[config.mk]
export PLATFORM = sky130hd
export DESIGN_NAME = gppt_store
export DESIGN_NICKNAME = d
export VERILOG_FILES = /design/src/rtl/gppt_pkg.sv /design/src/rtl/gppt_store.sv
export SDC_FILE = /design/constraint.sdc
export NUM_CORES = 2
export LEC_CHECK = 0
export ABC_AREA = 1
export BUFFER_PORTS_ARGS = -buffer_cell sky130_fd_sc_hd__buf_2
export CAP_MARGIN = 20
export CORE_ASPECT_RATIO = 1.5
export CORE_MARGIN = 2
export CORE_UTILIZATION = 55
export CTS_CLUSTER_DIAMETER = 60
export DETAILED_ROUTE_END_ITERATION = 6
export HOLD_SLACK_MARGIN = 0.05
export PLACE_DENSITY_LB_ADDON = 0.12
export SETUP_SLACK_MARGIN = 0.4
export SYNTH_ARGS = -nofsm -noshare
export SYNTH_HDL_FRONTEND = slang
export SYNTH_SLANG_ARGS = --single-unit
[constraint.sdc]
create_clock -name clk_i -period 2.1 [get_ports clk_i]
set_input_delay 0.42 -clock clk_i [delete_from_list [all_inputs] [get_ports clk_i]]
set_output_delay 0.42 -clock clk_i [all_outputs]
set_load 0.1 [all_outputs]
[src/rtl/gppt_pkg.sv]
// ============================================================================
// gppt_pkg
// Shared types and codes of the guest page permission table.
// ============================================================================
package gppt_pkg;

  // configuration register widths
  localparam int CFG_DATA_W = 64;
  localparam int HPS_W      = 3;

  // page entry layout: committed flag over read/write/execute bits
  localparam int ST_W         = 4;
  localparam int ACC_W        = 3;
  localparam int ST_COMMITTED = 3;

  // request modes
  typedef enum logic [2:0] {
    MODE_COMMIT    = 3'd0,
    MODE_PROTECT   = 3'd1,
    MODE_DECOMMIT  = 3'd2,
    MODE_QUERY     = 3'd3,
    MODE_TRANSLATE = 3'd4
  } mode_e;

  // host commands
  typedef enum logic [1:0] {
    HOP_NONE     = 2'd0,
    HOP_COMMIT   = 2'd1,
    HOP_PROTECT  = 2'd2,
    HOP_DECOMMIT = 2'd3
  } hop_e;

  // configuration register indexes
  typedef enum logic [0:0] {
    CFG_WINDOW_BASE     = 1'b0,
    CFG_HOST_PAGE_SHIFT = 1'b1
  } cfg_idx_e;

  // request payload
  typedef struct packed {
    logic [2:0]  mode;
    logic [31:0] page;
    logic [7:0]  access;
    logic [31:0] guest_address;
    logic [31:0] length;
    logic        host_accepts;
  } req_t;

  // result payload
  typedef struct packed {
    logic        ok;
    logic [1:0]  host_op;
    logic [63:0] host_address;
    logic [2:0]  host_access;
    logic [2:0]  page_access;
    logic [63:0] translated_address;
  } rsp_t;

endpackage

[src/rtl/gppt_store.sv]
// ============================================================================
// gppt_store
// Page entry memory: one write port, one read port, registered read data.
// ============================================================================
module gppt_store #(
  parameter int DEPTH = 1024,
  localparam int AW   = $clog2(DEPTH)
) (
  input  logic                      clk_i,
  input  logic                      we_i,
  input  logic [AW-1:0]             waddr_i,
  input  logic [gppt_pkg::ST_W-1:0] wdata_i,
  input  logic                      re_i,
  input  logic [AW-1:0]             raddr_i,
  output logic [gppt_pkg::ST_W-1:0] rdata_o
);

  logic [gppt_pkg::ST_W-1:0] mem [DEPTH];
  logic [gppt_pkg::ST_W-1:0] rdata_q;

  // write port
  always_ff @(posedge clk_i) begin
    if (we_i) begin
      mem[waddr_i] <= wdata_i;
    end
  end

  // read port, registered read data
  always_ff @(posedge clk_i) begin
    if (re_i) begin
      rdata_q <= mem[raddr_i];
    end
  end

  assign rdata_o = rdata_q;

endmodule

# Yosys cells after proc, flatten, opt, wreduce, memory -nomap -nowiden
# Memory sizes are Yosys's and may differ from the RTL's. A register that Yosys moved wholly into a read port is not among the register bits.
# Index checks and enable logic that the tools add are counted.
[word_totals]
regBits = 0
in_bits = 27
mem_bits_rw = 4096
elab_cells = 3
output_inout_bits = 4
memories = 1
[op_classes]
mux = 2
[mem_list]
columns = ["name", "depth", "word_bits", "read_ports", "rd_ports_with_merged_regs", "write_ports", "line_no", "text"]
rows = [
  ["mem", 1024, 4, 1, 1, 1, "gppt_store.sv:18", "logic [gppt_pkg::ST_W-1:0] mem [DEPTH];"],
]
[ops]
columns = ["cell", "n"]
rows = [
  ["1-bit two-way mux", 2],
]

# Depth between registers and ports, before layout
[depth]
ltp_word = 2
ltp_mapped = 17
mapped_depth_nobuf = 13

# Worst setup path before layout
# OpenSTA, ideal clock, no wires.
[synth_timing]
path_kind = "input to register"
startpoint = "input port waddr_i[2]"
endpoint = "memory mem[443][0] (netlist bit), enable pin"
slack_ns = -0.059
cell_stages = 8
setup_time_ns = 0.329
arrival_time_ns = 1.829
path_cell_list = "buf_2 > nor3_1 > inv_1 > nor2_1 > nand2_1 > clkbuf_1 > clkbuf_1 > nor2_1"
[synth_rtl]
columns = ["item", "line_no", "text"]
rows = [
  ["from (decl)", "gppt_store.sv:11", "input logic [AW-1:0] waddr_i,"],
  ["to (decl)", "gppt_store.sv:18", ""],
]
# No word-level cell before the write port.

==> results.sh <==
export IMPL_status="complete, no violations"
export IMPL_die_w_um=457
export IMPL_portBuffers=30
export IMPL_holdPathStages=2
export IMPL_setup_viol=0
export IMPL_syn_inst=14579
export IMPL_clk_pin_slew_ns=0.07
export IMPL_grt_use_total_pct=32.5
export IMPL_crit_type="flop to flop"
export IMPL_io_pins=31
export IMPL_clk_latency_ns=0.94
export IMPL_rrSetupSlack_ns=0.10
export IMPL_ir_worst_vdd_mv=0.727
export IMPL_final_cell_mix="4144 x nand2_1, 4100 x edfxtp_1, 3769 x nand3_1, 1250 x buf_4, 970 x nor2_1"
export IMPL_synth_seq_cells=4100
export IMPL_avgSynthCellArea_um2=11.6
export IMPL_grt_pass1_vias=119130
export IMPL_fmax_mhz=501
export IMPL_stdcell_count=19918
export IMPL_wl_per_cell_um=25.9
export IMPL_period_share_pct=95.1
export IMPL_synth_fp_nets=14606
export IMPL_place_gp_congestion=0.950
export IMPL_endpoint_kind="flop"
export IMPL_layout_commonest_cell="nand2_1"
export IMPL_cp_max_fo=1
export IMPL_r2r_start="mem[583][3]"
export IMPL_dp_hpwl_um=328000
export IMPL_worst_pin_slew_ns=1.03
export IMPL_rsz0062_at_grt="yes"
export IMPL_cpMaxStageDelayCell="edfxtp_1"
export IMPL_min_to="mem[437][3]"
export IMPL_cts_sinks=4100
export IMPL_max_cap_violations=0
export IMPL_crit_path_start_kind="flop"
export IMPL_nFillCells=22370
export IMPL_slew_violations=0
export IMPL_postRouteAntennaNets=0
export IMPL_syn2layout_area_growth_pct=19.1
export IMPL_placementRows=249
export IMPL_final_area_mm2=0.202
export IMPL_wl_um=517000
export IMPL_hold_path_class="input pin to flop"
export IMPL_tns_ns=0
export IMPL_dp_cells=19200
export IMPL_power_density_mw_per_mm2=845
export IMPL_min_period_ns=2.00
export IMPL_whs_ns=0.0911
export IMPL_slew_headroom_pct=31.6
export IMPL_remaining_drc_errors=0
export IMPL_grt_max_degree=114
export IMPL_ys_warnings_count=0
export IMPL_antenna_found_initial=32
export IMPL_layout_drive_gt1_share_pct=17.0
export IMPL_grt_pass1_wl_um=751000
export IMPL_core_area_mm2=0.307
export IMPL_fin_nets=15621
export IMPL_ys_types=17
export IMPL_start_util_pct=55.2
export IMPL_vias=119861
export IMPL_overflow=0
export IMPL_clockBufferDepth=4
export IMPL_multi_input_area_mm2=0.0429
export IMPL_clockRootBuffer="clkbuf_16"
export IMPL_min_from="wdata_i[3]"
export IMPL_finalClockSkew_ns=0.0546
export IMPL_fp_dieH_um=683
export IMPL_first_pass_iters=7
export IMPL_timing_final_ws_setup_ns=0.103
export IMPL_viasPerCell=6.02
export IMPL_required_ns=2.79
export IMPL_p_leak_nw=72.6
export IMPL_placed_area_mm2=0.187
export IMPL_crit_chain="nand2_1 -> nand3_1 -> nand3_2 -> nand3_1 -> nand3_2 -> nand3_2 -> nand3_2 -> nand3_4 -> nand3_2 -> nand2_2 -> nand2_4 -> nand2_1"
export IMPL_seqCellArea_mm2=0.123
export IMPL_crit_top_cell="nand3_2"
export IMPL_die_area_mm2=0.312
export IMPL_cts_buffers=381
export IMPL_pre_cts_ws_ns=-1.24
export IMPL_cts_tree="built"
export IMPL_syn_area_mm2=0.169
export IMPL_seq_area_frac_synth_pct=72.7
export IMPL_worstReg2RegEnd="rdata_o[3]"
export IMPL_max_stage_delay_ns=0.36
export IMPL_rr_worst_depth=12
export IMPL_drtIter0Drc=14925
export IMPL_h_tree_depth=5
export IMPL_hold_violations=0
export IMPL_arrival_ns=2.68
## Yosys cell counts
library cell	count	area [um^2]
buf_6	61	687
nand2_1	4178	15700
nand3_1	4086	20400
nor2_1	1040	3900
edfxtp_1	4100	123000
nand4_1	7	43.8
buf_1	156	586
nor3_1	24	120
inv_2	2	7.51
clkbuf_1	243	912
buf_2	481	2410
clkinv_1	2	7.51
buf_4	157	1180
inv_1	38	143
buf_12	1	20.0
inv_4	2	12.5
buf_8	1	15.0
## critical path: cells and delay by family (launching register included)
family	cells	cell delay, ns
DFF	1	0.36
and+or+nand+nor	12	1.40
## per-stage QoR
| stage | utilization, % | power [mW] |
|---|---|---|
| after global placement | 61.0 | 104 |
| after global routing | 65.8 | 175 |
| after detailed placement | 61.0 | 104 |
| final | 65.8 | 170 |
| after floorplan | - | 97.8 |
| after CTS | 65.5 | 171 |
## final cells by class
cell class / instances / share of cell area [%]
diodes: 14 / 0.0174
clock buffers: 464 / 4.99
clock inverters: 213 / 0.919
inverters: 44 / 0.115
multi-input cells: 9335 / 21.3
flip-flops and latches: 4100 / 61.0
well taps: 4016 / 2.49
repair buffers: 1731 / 9.16
repair inverters: 1 / 0.00806
## kinds of logic after synthesis
kind of cell	count (synthesis)	share of synthesized area, %
buffers and inverters	1144	3.53
flip-flops	4100	72.7
AND/OR/NAND/NOR	9335	23.7
## repair_timing
item	CTS	global route
cloned	8	5
hold buffers	4	0
pin swaps	72	41
setup buffers	10	0
endpoints found under the hold margin	52	0
setup endpoints to repair	8	8
resized for setup	273	166
## report_power, final
group          leakage [nW]  switching (mW)  internal (mW)
Sequential             36.8          0.0182           90.0
Clock                  5.78            30.0           37.5
Combinational          29.9            8.67           4.05
Total                  72.6            38.7            132
## worst max-delay path by stage
stage	from	to	slack (ns)
5_1_grt	mem[415][0]	rdata_o[0]	0.08
2_1_floorplan	raddr_i[0]	rdata_o[0]	0.14
6_report	mem[583][3]	rdata_o[3]	0.10
3_3_place_gp	raddr_i[0]	rdata_o[0]	-1.26
3_5_place_dp	raddr_i[1]	rdata_o[0]	-1.24
4_1_cts	rdata_o[2]	rdata_o[2]	0.06
## metal layers
| metal | routed length (um) | part of all wire [%] | vias to the layer above | track usage [%] |
|---|---|---|---|---|
| met3 | 46000 | 8.9 | 1310 | 5.02 |
| met4 | 31100 | 6.0 | 14 | 17.7 |
| met1 | 186000 | 36 | 58737 | 40.5 |
| li1 | - | - | 53520 | - |
| met2 | 253000 | 49 | 6280 | 54.8 |
| met5 | 99 | 0.019 | - | 0 |
## sequential cells by signal, summed over array words and instances, names as in the netlist
name	count
mem	4096
rdata_o	4
(Power assumes the default switching activity.)
